==> config.mk <==
export PLATFORM = sky130hd
export DESIGN_NAME = reciprocal_frequency_counter
export DESIGN_NICKNAME = d
export VERILOG_FILES = /design/src/rtl/rfc_pkg.sv /design/src/rtl/rfc_divider.sv /design/src/rtl/reciprocal_frequency_counter.sv
export SDC_FILE = /design/constraint.sdc
export NUM_CORES = 1
export LEC_CHECK = 0
export BUFFER_PORTS_ARGS = -buffer_cell sky130_fd_sc_hd__buf_2
export CAP_MARGIN = 20
export CORE_MARGIN = 5
export CORE_UTILIZATION = 55
export CTS_CLUSTER_DIAMETER = 50
export DETAILED_ROUTE_END_ITERATION = 6
export PLACE_DENSITY = 0.83
export SYNTH_ARGS = -nofsm -noshare
export SYNTH_HDL_FRONTEND = slang
export SYNTH_SLANG_ARGS = --single-unit
==> constraint.sdc <==
create_clock -name i_clk -period 5 [get_ports i_clk]
set_input_delay 0.5 -clock i_clk [delete_from_list [all_inputs] [get_ports i_clk]]
set_output_delay 0.5 -clock i_clk [all_outputs]
set_load 0.02 [all_outputs]
==> src/rtl/rfc_pkg.sv <==
// shared types, constants and register map of the reciprocal frequency counter
package rfc_pkg;

    // field and register widths
    localparam int EDGE_PERIODS_W = 8;
    localparam int TIMEOUT_W      = 32;
    localparam int TICK_NS_W      = 16;
    localparam int FREQ_W         = 32;
    localparam int DATA_W         = 32;
    localparam int ADDR_W         = 4;

    // time base width default for the tick counter
    localparam int DEF_TIME_WIDTH = 32;

    // numerator periods * 1e9 stays below 2^38
    localparam int NUM_W = 38;
    localparam logic [NUM_W-1:0] NS_PER_S = NUM_W'(64'd1000000000);

    // shift-add steps of the multiplier, one bit of tick_period_ns per cycle
    localparam int MUL_STEPS = TICK_NS_W;

    // register reset values
    localparam logic [EDGE_PERIODS_W-1:0] RST_EDGE_PERIODS = 8'd10;
    localparam logic [TIMEOUT_W-1:0]      RST_TIMEOUT      = 32'd1000000;
    localparam logic [TICK_NS_W-1:0]      RST_TICK_NS      = 16'd1000;

    // saturation value of the edge counter
    localparam logic [EDGE_PERIODS_W-1:0] EDGE_SAT = '1;

    // register indexes on the configuration port
    localparam logic [1:0] REG_EDGE_PERIODS = 2'd0;
    localparam logic [1:0] REG_TIMEOUT      = 2'd1;
    localparam logic [1:0] REG_TICK_NS      = 2'd2;

    // operation codes of an input word
    localparam logic OP_TICK  = 1'b0;
    localparam logic OP_START = 1'b1;

    // status codes of a result word
    localparam logic STAT_DONE    = 1'b0;
    localparam logic STAT_TIMEOUT = 1'b1;

    // measurement control states
    typedef enum logic [1:0] {
        ST_IDLE,
        ST_ARMED,
        ST_CALC
    } t_state;

    // arithmetic unit states
    typedef enum logic [1:0] {
        DV_IDLE,
        DV_MUL,
        DV_DIV,
        DV_DONE
    } t_div_state;

    // control from the measurement logic to the arithmetic unit
    typedef struct packed {
        logic start;
        logic ack;
    } t_div_ctl;

endpackage

==> src/rtl/rfc_divider.sv <==
// bit-serial multiplier and restoring divider for the frequency quotient
module rfc_divider
    import rfc_pkg::*;
#(
    parameter int TIME_WIDTH = DEF_TIME_WIDTH
) (
    input  logic                      i_clk,
    input  logic                      i_rst_n,
    input  t_div_ctl                  i_ctl,
    input  logic [TIME_WIDTH-1:0]     i_elapsed,
    input  logic [TICK_NS_W-1:0]      i_tick_ns,
    input  logic [EDGE_PERIODS_W-1:0] i_periods,
    output logic                      o_done,
    output logic [FREQ_W-1:0]         o_quot
);

    localparam int DEN_W = TIME_WIDTH + TICK_NS_W;
    localparam int CNT_W = $clog2(NUM_W);
    localparam logic [CNT_W-1:0] MUL_LAST = CNT_W'(MUL_STEPS - 1);
    localparam logic [CNT_W-1:0] DIV_LAST = CNT_W'(NUM_W - 1);

    t_div_state r_state, n_state;
    logic [CNT_W-1:0]      r_cnt;
    logic [TIME_WIDTH-1:0] r_elapsed;
    logic [TICK_NS_W-1:0]  r_tick_sh;
    logic [MUL_STEPS-1:0]  r_per_sh;
    logic [DEN_W-1:0]      r_den;
    logic [DEN_W-1:0]      r_rem;
    logic [NUM_W-1:0]      r_num;

    logic [DEN_W:0]   w_trial;
    logic [DEN_W:0]   w_diff;
    logic             w_fits;
    logic [DEN_W-1:0] w_den_add;
    logic [NUM_W-1:0] w_num_add;
    logic             w_mul_step;
    logic             w_div_step;

    // one partial product bit and one quotient bit per cycle
    assign w_den_add = r_tick_sh[TICK_NS_W-1] ? DEN_W'(r_elapsed) : '0;
    assign w_num_add = r_per_sh[MUL_STEPS-1] ? NS_PER_S : '0;
    assign w_trial   = {r_rem, r_num[NUM_W-1]};
    assign w_diff    = w_trial - {1'b0, r_den};
    assign w_fits    = (w_trial >= {1'b0, r_den});

    // next state
    always_comb begin
        n_state = r_state;
        case (r_state)
            DV_IDLE: if (i_ctl.start) n_state = DV_MUL;
            DV_MUL:  if (r_cnt == MUL_LAST) n_state = DV_DIV;
            DV_DIV:  if (r_cnt == DIV_LAST) n_state = DV_DONE;
            DV_DONE: if (i_ctl.ack) n_state = DV_IDLE;
            default: n_state = DV_IDLE;
        endcase
    end

    // outputs and step strobes
    always_comb begin
        w_mul_step = 1'b0;
        w_div_step = 1'b0;
        o_done     = 1'b0;
        case (r_state)
            DV_MUL:  w_mul_step = 1'b1;
            DV_DIV:  w_div_step = 1'b1;
            DV_DONE: o_done     = 1'b1;
            default: o_done     = 1'b0;
        endcase
    end

    // zero divisor gives zero, quotient above 32 bits saturates
    always_comb begin
        if (r_den == '0) begin
            o_quot = '0;
        end else if (|r_num[NUM_W-1:FREQ_W]) begin
            o_quot = '1;
        end else begin
            o_quot = r_num[FREQ_W-1:0];
        end
    end

    // control registers
    always_ff @(posedge i_clk) begin
        if (!i_rst_n) begin
            r_state <= DV_IDLE;
            r_cnt   <= '0;
        end else begin
            r_state <= n_state;
            if ((w_mul_step && r_cnt == MUL_LAST) || (r_state == DV_IDLE)) begin
                r_cnt <= '0;
            end else if (w_mul_step || w_div_step) begin
                r_cnt <= r_cnt + CNT_W'(1);
            end
        end
    end

    // datapath shift registers
    always_ff @(posedge i_clk) begin
        if (r_state == DV_IDLE && i_ctl.start) begin
            r_elapsed <= i_elapsed;
            r_tick_sh <= i_tick_ns;
            r_per_sh  <= MUL_STEPS'(i_periods);
            r_den     <= '0;
            r_num     <= '0;
            r_rem     <= '0;
        end else if (w_mul_step) begin
            r_den     <= {r_den[DEN_W-2:0], 1'b0} + w_den_add;
            r_num     <= {r_num[NUM_W-2:0], 1'b0} + w_num_add;
            r_tick_sh <= {r_tick_sh[TICK_NS_W-2:0], 1'b0};
            r_per_sh  <= {r_per_sh[MUL_STEPS-2:0], 1'b0};
        end else if (w_div_step) begin
            r_rem <= w_fits ? w_diff[DEN_W-1:0] : w_trial[DEN_W-1:0];
            r_num <= {r_num[NUM_W-2:0], w_fits};
        end
    end

endmodule

==> src/rtl/reciprocal_frequency_counter.sv <==
// reciprocal frequency counter top level: tick counting, timeout, config port, result register
//
// A start word arms a measurement and clears the counters; each following tick word
// advances the tick counter, and its edge flag stamps a rising edge. The first edge
// stores its time, the edge that completes edge_periods periods ends the measurement
// with frequency_hz = edge_periods * 1e9 / (elapsed_ticks * tick_period_ns), truncated
// and saturated to 32 bits; passing timeout_ticks ends it with 0 and timeout status.
// Start and tick words are taken one per cycle while the input is not stalled, and a
// timeout result appears in the cycle after its tick. A completing edge hands the
// quotient to a bit-serial unit: shift-add multiplication (one bit of tick_period_ns
// per cycle) and restoring division (one quotient bit per cycle), and the input is
// stalled until the result is loaded into the output register. While a result word
// waits in the output register and the receiver stalls it, the input is stalled as
// well.
module reciprocal_frequency_counter
    import rfc_pkg::*;
#(
    parameter int TIME_WIDTH = DEF_TIME_WIDTH
) (
    input  logic              i_clk,
    input  logic              i_rst_n,
    input  logic              i_valid,
    output logic              o_stall,
    input  logic              i_operation,
    input  logic              i_edge_req,
    output logic              o_valid,
    input  logic              i_stall,
    output logic [FREQ_W-1:0] o_frequency_hz,
    output logic              o_status,
    input  logic              psel,
    input  logic              penable,
    input  logic              pwrite,
    input  logic [ADDR_W-1:0] paddr,
    input  logic [DATA_W-1:0] pwdata,
    output logic [DATA_W-1:0] prdata,
    output logic              pready
);

    localparam int CMP_W = (TIME_WIDTH > TIMEOUT_W) ? TIME_WIDTH : TIMEOUT_W;
    localparam logic [TIME_WIDTH-1:0] TIME_MAX = '1;

    t_state r_state, n_state;

    logic [EDGE_PERIODS_W-1:0] r_edge_periods;
    logic [TIMEOUT_W-1:0]      r_timeout_ticks;
    logic [TICK_NS_W-1:0]      r_tick_period_ns;

    logic [EDGE_PERIODS_W-1:0] r_edges;
    logic [TIME_WIDTH-1:0]     r_ticks;
    logic [TIME_WIDTH-1:0]     r_first;

    logic              r_out_valid;
    logic [FREQ_W-1:0] r_freq;
    logic              r_status;

    logic                      w_accept;
    logic                      w_out_free;
    logic                      w_start;
    logic                      w_tick;
    logic                      w_first;
    logic                      w_done_edge;
    logic                      w_timeout;
    logic [TIME_WIDTH-1:0]     w_ticks_inc;
    logic [EDGE_PERIODS_W-1:0] w_edges_inc;
    logic [TIME_WIDTH-1:0]     w_elapsed;
    logic                      w_load_div;
    logic                      w_cfg_wr;
    t_div_ctl                  w_div_ctl;
    logic                      w_div_done;
    logic [FREQ_W-1:0]         w_div_quot;

    // input handshake
    assign w_out_free = !r_out_valid || !i_stall;
    assign o_stall    = (r_state == ST_CALC) || !w_out_free;
    assign w_accept   = i_valid && !o_stall;

    // one step of the measurement per tick word
    always_comb begin
        w_ticks_inc = (r_ticks != TIME_MAX) ? r_ticks + TIME_WIDTH'(1) : r_ticks;
        w_edges_inc = (r_edges != EDGE_SAT) ? r_edges + EDGE_PERIODS_W'(1) : r_edges;
        w_elapsed   = w_ticks_inc - r_first;
        w_start     = w_accept && (i_operation == OP_START);
        w_tick      = w_accept && (i_operation == OP_TICK) && (r_state == ST_ARMED);
        w_first     = w_tick && i_edge_req && (r_edges == '0);
        w_done_edge = w_tick && i_edge_req && (r_edges != '0)
                      && (r_edges == r_edge_periods);
        w_timeout   = w_tick && !w_done_edge
                      && ((CMP_W'(w_ticks_inc) > CMP_W'(r_timeout_ticks))
                          || (w_ticks_inc == TIME_MAX));
    end

    // next state
    always_comb begin
        n_state = r_state;
        case (r_state)
            ST_IDLE: begin
                if (w_start) n_state = ST_ARMED;
            end
            ST_ARMED: begin
                if (w_start) begin
                    n_state = ST_ARMED;
                end else if (w_done_edge) begin
                    n_state = ST_CALC;
                end else if (w_timeout) begin
                    n_state = ST_IDLE;
                end
            end
            ST_CALC: begin
                if (w_div_done && w_out_free) n_state = ST_IDLE;
            end
            default: n_state = ST_IDLE;
        endcase
    end

    // control outputs to the arithmetic unit and result register
    always_comb begin
        w_div_ctl.start = 1'b0;
        w_div_ctl.ack   = 1'b0;
        w_load_div      = 1'b0;
        case (r_state)
            ST_ARMED: w_div_ctl.start = w_done_edge;
            ST_CALC: begin
                w_div_ctl.ack = w_div_done && w_out_free;
                w_load_div    = w_div_done && w_out_free;
            end
            default: w_div_ctl.start = 1'b0;
        endcase
    end

    // state and measurement counters
    always_ff @(posedge i_clk) begin
        if (!i_rst_n) begin
            r_state <= ST_IDLE;
            r_edges <= '0;
            r_ticks <= '0;
            r_first <= '0;
        end else begin
            r_state <= n_state;
            if (w_start) begin
                r_edges <= '0;
                r_ticks <= '0;
                r_first <= '0;
            end else if (w_tick) begin
                r_ticks <= w_ticks_inc;
                if (w_first) r_first <= w_ticks_inc;
                if (i_edge_req) r_edges <= w_edges_inc;
            end
        end
    end

    // quotient unit
    rfc_divider #(
        .TIME_WIDTH (TIME_WIDTH)
    ) u_divider (
        .i_clk     (i_clk),
        .i_rst_n   (i_rst_n),
        .i_ctl     (w_div_ctl),
        .i_elapsed (w_elapsed),
        .i_tick_ns (r_tick_period_ns),
        .i_periods (r_edge_periods),
        .o_done    (w_div_done),
        .o_quot    (w_div_quot)
    );

    // result register
    always_ff @(posedge i_clk) begin
        if (!i_rst_n) begin
            r_out_valid <= 1'b0;
        end else begin
            r_out_valid <= (r_out_valid && i_stall) || w_load_div || w_timeout;
        end
    end

    always_ff @(posedge i_clk) begin
        if (w_load_div) begin
            r_freq   <= w_div_quot;
            r_status <= STAT_DONE;
        end else if (w_timeout) begin
            r_freq   <= '0;
            r_status <= STAT_TIMEOUT;
        end
    end

    assign o_valid        = r_out_valid;
    assign o_frequency_hz = r_freq;
    assign o_status       = r_status;

    // configuration registers
    assign w_cfg_wr = psel && penable && pwrite && pready;
    assign pready   = 1'b1;

    always_ff @(posedge i_clk) begin
        if (!i_rst_n) begin
            r_edge_periods   <= RST_EDGE_PERIODS;
            r_timeout_ticks  <= RST_TIMEOUT;
            r_tick_period_ns <= RST_TICK_NS;
        end else if (w_cfg_wr) begin
            case (paddr[3:2])
                REG_EDGE_PERIODS: r_edge_periods   <= pwdata[EDGE_PERIODS_W-1:0];
                REG_TIMEOUT:      r_timeout_ticks  <= pwdata[TIMEOUT_W-1:0];
                REG_TICK_NS:      r_tick_period_ns <= pwdata[TICK_NS_W-1:0];
                default:          r_edge_periods   <= r_edge_periods;
            endcase
        end
    end

    // register read back
    always_comb begin
        case (paddr[3:2])
            REG_EDGE_PERIODS: prdata = DATA_W'(r_edge_periods);
            REG_TIMEOUT:      prdata = DATA_W'(r_timeout_ticks);
            REG_TICK_NS:      prdata = DATA_W'(r_tick_period_ns);
            default:          prdata = '0;
        endcase
    end

endmodule

== Yosys cells after proc, flatten, opt, wreduce, memory -nomap -nowiden ==
Index checks and enable logic that the tools add are counted.

* Magnitude comparators: 2
* Eq/ne operators: 20
* $add $sub $neg: 7
* Bitwise logic cells: 3
* Reductions and logical operators: 48
* Muxes and demuxes: 31

{| class="wikitable"
|+ Operators by type and width
! kind !! number
|-
| 32-bit two-way mux || 6
|-
| 32-bit one-hot mux with 3 select lines || 1
|-
| 38-bit two-way mux || 2
|-
| 49-bit by 48-bit greater-or-equal comparator with 1-bit output || 1
|-
| 48-bit adder || 1
|-
| 48-bit zero test || 1
|-
| 48-bit two-way mux || 1
|-
| 48-bit subtractor || 1
|-
| 38-bit adder || 1
|-
| 32-bit by 1-bit adder with 32-bit output (second input constant) || 1
|-
| 32-bit == test (second input constant) || 1
|-
| 32-bit > comparator || 1
|-
| 16-bit two-way mux || 2
|-
| 32-bit inequality test (second input constant) || 1
|-
| 32-bit subtractor || 1
|-
| 30-bit two-way mux || 1
|-
| 2-bit two-way mux || 9
|-
| 1-bit logical AND || 16
|-
| 8-bit two-way mux || 2
|-
| 2-bit AND reduction || 5
|-
| 8-bit by 1-bit adder with 8-bit output (second input constant) || 1
|-
| 2-bit == test (second input constant) || 4
|-
| 8-bit == test || 1
|-
| 8-bit zero test || 1
|-
| other kinds (21) || 49
|}

* Output and inout bits: 68
* Flip-flop bits (word level): 370

== Longest topological paths before layout ==
* Word-level depth: 18
* Depth in mapped cells: 21
* Gate-level depth less buffers: 20

== By module ==
Synthesis repeated with hierarchy kept, for this count alone.

* Cell total of the unflattened synthesis: 3013
* Area total of the unflattened synthesis: 24429.7 sq um

{| class="wikitable"
|+ By module, submodules not included
! module !! area an instance (sq um) !! cells each !! instances
|-
| rfc_divider || 14292.5 || 1749 || 1
|-
| reciprocal_frequency_counter || 10137.2 || 1264 || 1
|}

== Least setup slack after synthesis ==
No wires, ideal clock.

* Path type: reg2reg
* From: register r_ticks[0]
* To: register r_freq[0] (netlist: o_frequency_hz[0]), enable pin
* Slack: 0.229 ns
* Stages on the path, launching flop included: 19
* Required time: 4.522 ns
* Arrival: 4.293 ns
* Period minus slack after synthesis: 4.771 ns
* Path through: dfxtp_1 ha_1 nand3_1 nor4_1 nand4_1 clkbuf_1 nand4_1 xor2_1 inv_1 ha_1 a21o_1 a21o_1 a21o_1 a21o_1 a221o_1 o311a_1 o21ai_0 o31a_2 nand2_1

* Cells in the longest elaborated chain, start to end: 6

{| class="wikitable"
|+ RTL lines
! item !! RTL line !! RTL
|-
| start, declared || reciprocal_frequency_counter.sv:49 || <nowiki>logic [TIME_WIDTH-1:0] r_ticks;</nowiki>
|-
| start signal, assigned || reciprocal_frequency_counter.sv:144 || <nowiki>r_ticks <= w_ticks_inc;</nowiki>
|-
| 32-bit by 1-bit adder with 32-bit output or 32-bit inequality test (tied branches) || reciprocal_frequency_counter.sv:79 || <nowiki>w_ticks_inc = (r_ticks != TIME_MAX) ? r_ticks + TIME_WIDTH'(1) : r_ticks;</nowiki>
|-
| 32-bit two-way mux * || reciprocal_frequency_counter.sv:79 ||
|-
| via w_ticks_inc[9] || reciprocal_frequency_counter.sv:63 || <nowiki>logic [TIME_WIDTH-1:0] w_ticks_inc;</nowiki>
|-
| 32-bit > comparator or 32-bit == test (tied branches) || reciprocal_frequency_counter.sv:88, reciprocal_frequency_counter.sv:89 ||
|-
| 1-bit logical OR * || reciprocal_frequency_counter.sv:89 || <nowiki>|| (w_ticks_inc == TIME_MAX));</nowiki>
|-
| 1-bit logical AND * || reciprocal_frequency_counter.sv:88 || <nowiki>&& ((CMP_W'(w_ticks_inc) > CMP_W'(r_timeout_ticks))</nowiki>
|-
| 2-bit nonzero test (no source line) * || - ||
|-
| end signal, assigned || reciprocal_frequency_counter.sv:176 || <nowiki>r_freq <= w_div_quot;</nowiki>
|-
| end, declared || reciprocal_frequency_counter.sv:53 || <nowiki>logic [FREQ_W-1:0] r_freq;</nowiki>
|}

The timed path passes the listed nets; every way through them passes the cells marked *.
A chain may end at the register's enable or synchronous reset.

== Final worst setup path ==
* From: register r_ticks[1]
* To: register u_divider.r_elapsed[29], data pin

* Cells in the longest elaborated chain, start to end: 3

{| class="wikitable"
|+ RTL lines
! item !! RTL line !! RTL
|-
| 32-bit by 1-bit adder with 32-bit output or 32-bit inequality test (tied branches) || reciprocal_frequency_counter.sv:79 ||
|-
| 32-bit two-way mux * || reciprocal_frequency_counter.sv:79 ||
|-
| via w_ticks_inc[3] || reciprocal_frequency_counter.sv:63 ||
|-
| 32-bit subtractor * || reciprocal_frequency_counter.sv:81 || <nowiki>w_elapsed = w_ticks_inc - r_first;</nowiki>
|-
| via u_divider.i_elapsed[29] || rfc_divider.sv:10 || <nowiki>input logic [TIME_WIDTH-1:0] i_elapsed,</nowiki>
|-
| end signal, assigned || rfc_divider.sv:100 || <nowiki>r_elapsed <= i_elapsed;</nowiki>
|-
| end, declared || rfc_divider.sv:24 || <nowiki>logic [TIME_WIDTH-1:0] r_elapsed;</nowiki>
|}

Marks and branches as above.

==> run_results.csv <==
group,metric,value,unit
outcome,outcome,"finished, violations left",
outcome,violations,"design-rule violations",
run,drv_cap,0,
global_routing,grt_pass1_wl,99300,um
critical_path,cp.arrival,5.07,ns
detailed_routing,post_drt_via_cell_ratio,5.88,
floorplanning,core_area,0.0420,sq mm
detailed_routing,drt_wl_total,60700,um
logic_synthesis,ys_seq_elements,370,
detailed_routing,drt-wirelength-per-cell,17.2,um
logic_synthesis,ys_async_sr_fraction,0,%
critical_path,cp_data_required_time,5.32,ns
critical_path,r2r_slack,0.25,ns
finish,multiInputGateArea,0.0140,sq mm
critical_path,cp_num_buf_inv,2,
clock_network,cts_setup_buffers,0,
finish,final_cells,3522,
global_routing,grtUsageTotal,25.0,%
detailed_routing,drtIter0Drc,1581,
clock_network,cts-root-buf,"clkbuf_16",
clock_network,cts_tree,"yes",
global_routing,grt_max_degree,69,
floorplanning,initial_core_util,55.7,%
placement,port_buffers,109,
placement,gp_routability_congestion,0.984,
logic_synthesis,yosysSeqAreaShare,35.4,%
clock_network,clk_latency,0.58,ns
logic_synthesis,syn-num-nets,3026,
logic_synthesis,syn_area,0.0234,sq mm
finish,regArea,0.00829,sq mm
placement,dp_hpwl,45200,um
placement,dp.cells,3438,
logic_synthesis,synth_cells,2813,
critical_path,crit_path_top_delay_cell,"or4_4",
finish,finish.net_count,3161,
sta,fin_crit_sh,95.1,%
logic_synthesis,synth.avg_cell_area,8.32,sq um
sta,min_period,4.75,ns
sta,drv_slew,0,
logic_synthesis,synth_edf_count,88,
power_and_ir_drop,peakVddDrop,332,uV
sta,hold_viol,0,
logic_synthesis,synth_cell_types,88,
logic_synthesis,ys.flop_type,"dfxtp_1",
finish,nFillCells,3438,
power_and_ir_drop,powerDensity,549,mW/mm^2
clock_network,htreeDepth,2,
clock_network,cts_buffers,44,
critical_path,crit_chain,"ha_1, buf_4, and3_1, nand3_2, or4_4, nor2_4, o21ai_0, nand2_1, ha_1, a21boi_0, o41ai_1, buf_4, a31oi_1, a41oi_2, o21ai_2, or4_4, a31o_2, a21oi_1, xnor2_1",
clock_network,clk_path_buf_depth,3,
sta,worst_pin_slew,1.03,ns
global_routing,grt_overflow,0,
global_routing,antenna_found_initial,0,
worst_hold_path,hold_path.class,"in2reg",
critical_path,worstSetupPathType,"reg2reg",
finish,antenna_cells,0,
floorplanning,die_x,216,um
floorplanning,dieHeight,216,um
detailed_routing,dr.pass1.iters,7,
detailed_routing,drc,1,
detailed_routing,ant_nets,0,
placement,place_area,0.0250,sq mm
clock_network,clkTransAtPathRegs,0.06,ns
sta,fin_skew,0.0191,ns
critical_path,end_kind,"flip-flop",
finish,finalInstanceArea,0.0266,sq mm
detailed_routing,vias,20700,
sta,setup_viol,0,
critical_path,start_kind,"flip-flop",
sta,finalSetupTns,0,ns
finish,area_growth,13.7,%
floorplanning,dieArea,0.0468,sq mm
critical_path,cp_max_fo,4,
logic_synthesis,synth_warnings,0,
critical_path,max_stage_delay,0.58,ns
global_routing,grt_pass1_vias,20400,
sta,rsz0062_at_grt,"false",
floorplanning,ios,113,
clock_network,cts.sinks,370,
floorplanning,fp-row-count,75,
sta,slew_headroom,31.1,%
power_and_ir_drop,p_leak,11.5,nW
critical_path,critPathTopFamily,"simple AND/OR/NAND/NOR gates",
sta,fmax,0.210,GHz
finish,drive_gt1_share,12.0,%
## layout make-up
| class | instances | area share (%) |
|---|---|---|
| Clock buffer | 61 | 4.84 |
| Clock inverter | 20 | 0.715 |
| Inverter | 171 | 2.41 |
| Multi-Input combinational cell | 2133 | 52.7 |
| Sequential cell | 370 | 31.2 |
| Tap cell | 539 | 2.53 |
| Timing Repair Buffer | 228 | 5.68 |
## cell usage in the layout, fill, tap and decap left out, types with 53 or more instances in the layout
cell type  instances
nand2_1          317
nor2_1           283
dfxtp_1          281
a21oi_1          217
inv_1            170
ha_1             162
xnor2_1          140
buf_4            113
o21ai_0          110
buf_2            109
mux2i_1          101
edfxtp_1          88
a211oi_1          76
a21o_1            74
nand3_1           71
xor2_1            70
and2_1            54
o21a_1            53
## state kept, by name, summed over array words and instances (netlist names), 16 cells and up
register	flops
r_ticks	32
u_divider.r_elapsed	32
u_divider.r_rem	48
r_first	32
u_divider.r_per_sh	16
u_divider.r_num	38
r_timeout_ticks	32
r_tick_period_ns	16
u_divider.r_den	48
o_frequency_hz	32
u_divider.r_tick_sh	16
## what timing repair did
action                                  4_1_cts  5_1_grt
hold buffers                                  0        0
endpoints found under the setup margin        1       35
pin swaps                                     0        4
resized for setup                             2        8
## synth_stat cells (30+ instances only)
cell type | number | area share, %
o21ai_0 | 113 | 2.4
clkbuf_1 | 117 | 1.9
nand2_1 | 319 | 5.1
edfxtp_1 | 88 | 11
a21o_1 | 74 | 2.4
nand3_1 | 72 | 1.5
dfxtp_1 | 282 | 24
nor2_1 | 285 | 4.6
inv_1 | 170 | 2.7
a21oi_1 | 217 | 4.6
ha_1 | 165 | 8.8
a211oi_1 | 76 | 2.4
nor3_1 | 38 | 0.81
xnor2_1 | 140 | 5.2
and2_1 | 54 | 1.4
mux2i_1 | 101 | 4.3
nand4_1 | 48 | 1.3
xor2_1 | 71 | 2.7
nor4_1 | 30 | 0.80
o21a_1 | 53 | 1.7
## per-stage QoR
step                hold slack (ns)  setup slack (ns)  total power, W  utilization (%)
detailed placement            0.454            0.0300          0.0112             59.5
CTS                           0.121            0.0867          0.0146             63.1
finish                        0.144             0.247          0.0146             63.3
global route                  0.143           0.00774          0.0156             63.3
global placement              0.449            0.0898          0.0109             59.5
floorplan                     0.445             0.229         0.00977                -
## report_power, final
part	leakage (nW)	switching [W]	total (W)	internal, W
logic	7.53	0.00406	0.00704	0.00299
clock network	0.730	0.00132	0.00324	0.00193
registers	3.19	0.000652	0.00433	0.00367
## routing by layer
layer  vias to the layer above  share of wire (%)  wire [um]  global-route usage [%]
li1                      10200                  -          -                       -
met1                      9740                 42      25400                    30.5
met2                       670                 49      29700                    44.4
met3                       135                5.2       3160                    3.32
met4                         0                4.0       2420                    11.0
met5                         -                  0          0                       0
## kinds of logic (layout without fill, tap and decap cells)
logic type	Yosys count	count (layout)	share of synthesized area [%]
simple gates	976	976	19.5
compound gates	675	675	18.6
flops	370	370	35.4
buf+inv	310	480	5.07
xor+xnor	211	211	7.90
fa+ha+maj	168	168	9.08
mux	102	102	4.37
other cells	1	1	0.0160
## final timing paths
| kind | startpoint | to | cells after the start |
|---|---|---|---|
| hold / removal | pwdata[9] | r_tick_period_ns[9] | 3 |
| setup / recovery | r_ticks[1] | u_divider.r_elapsed[29] | 19 |
| hold reg to reg | o_status | o_status | 2 |
| setup reg to reg | r_ticks[1] | u_divider.r_elapsed[29] | 19 |
## worst min-delay path, stage by stage
cell	delay, ns
buf_2	0.09
nand2_1	0.04
nand3_1	0.06
Power figures use the tool's default switching activity.
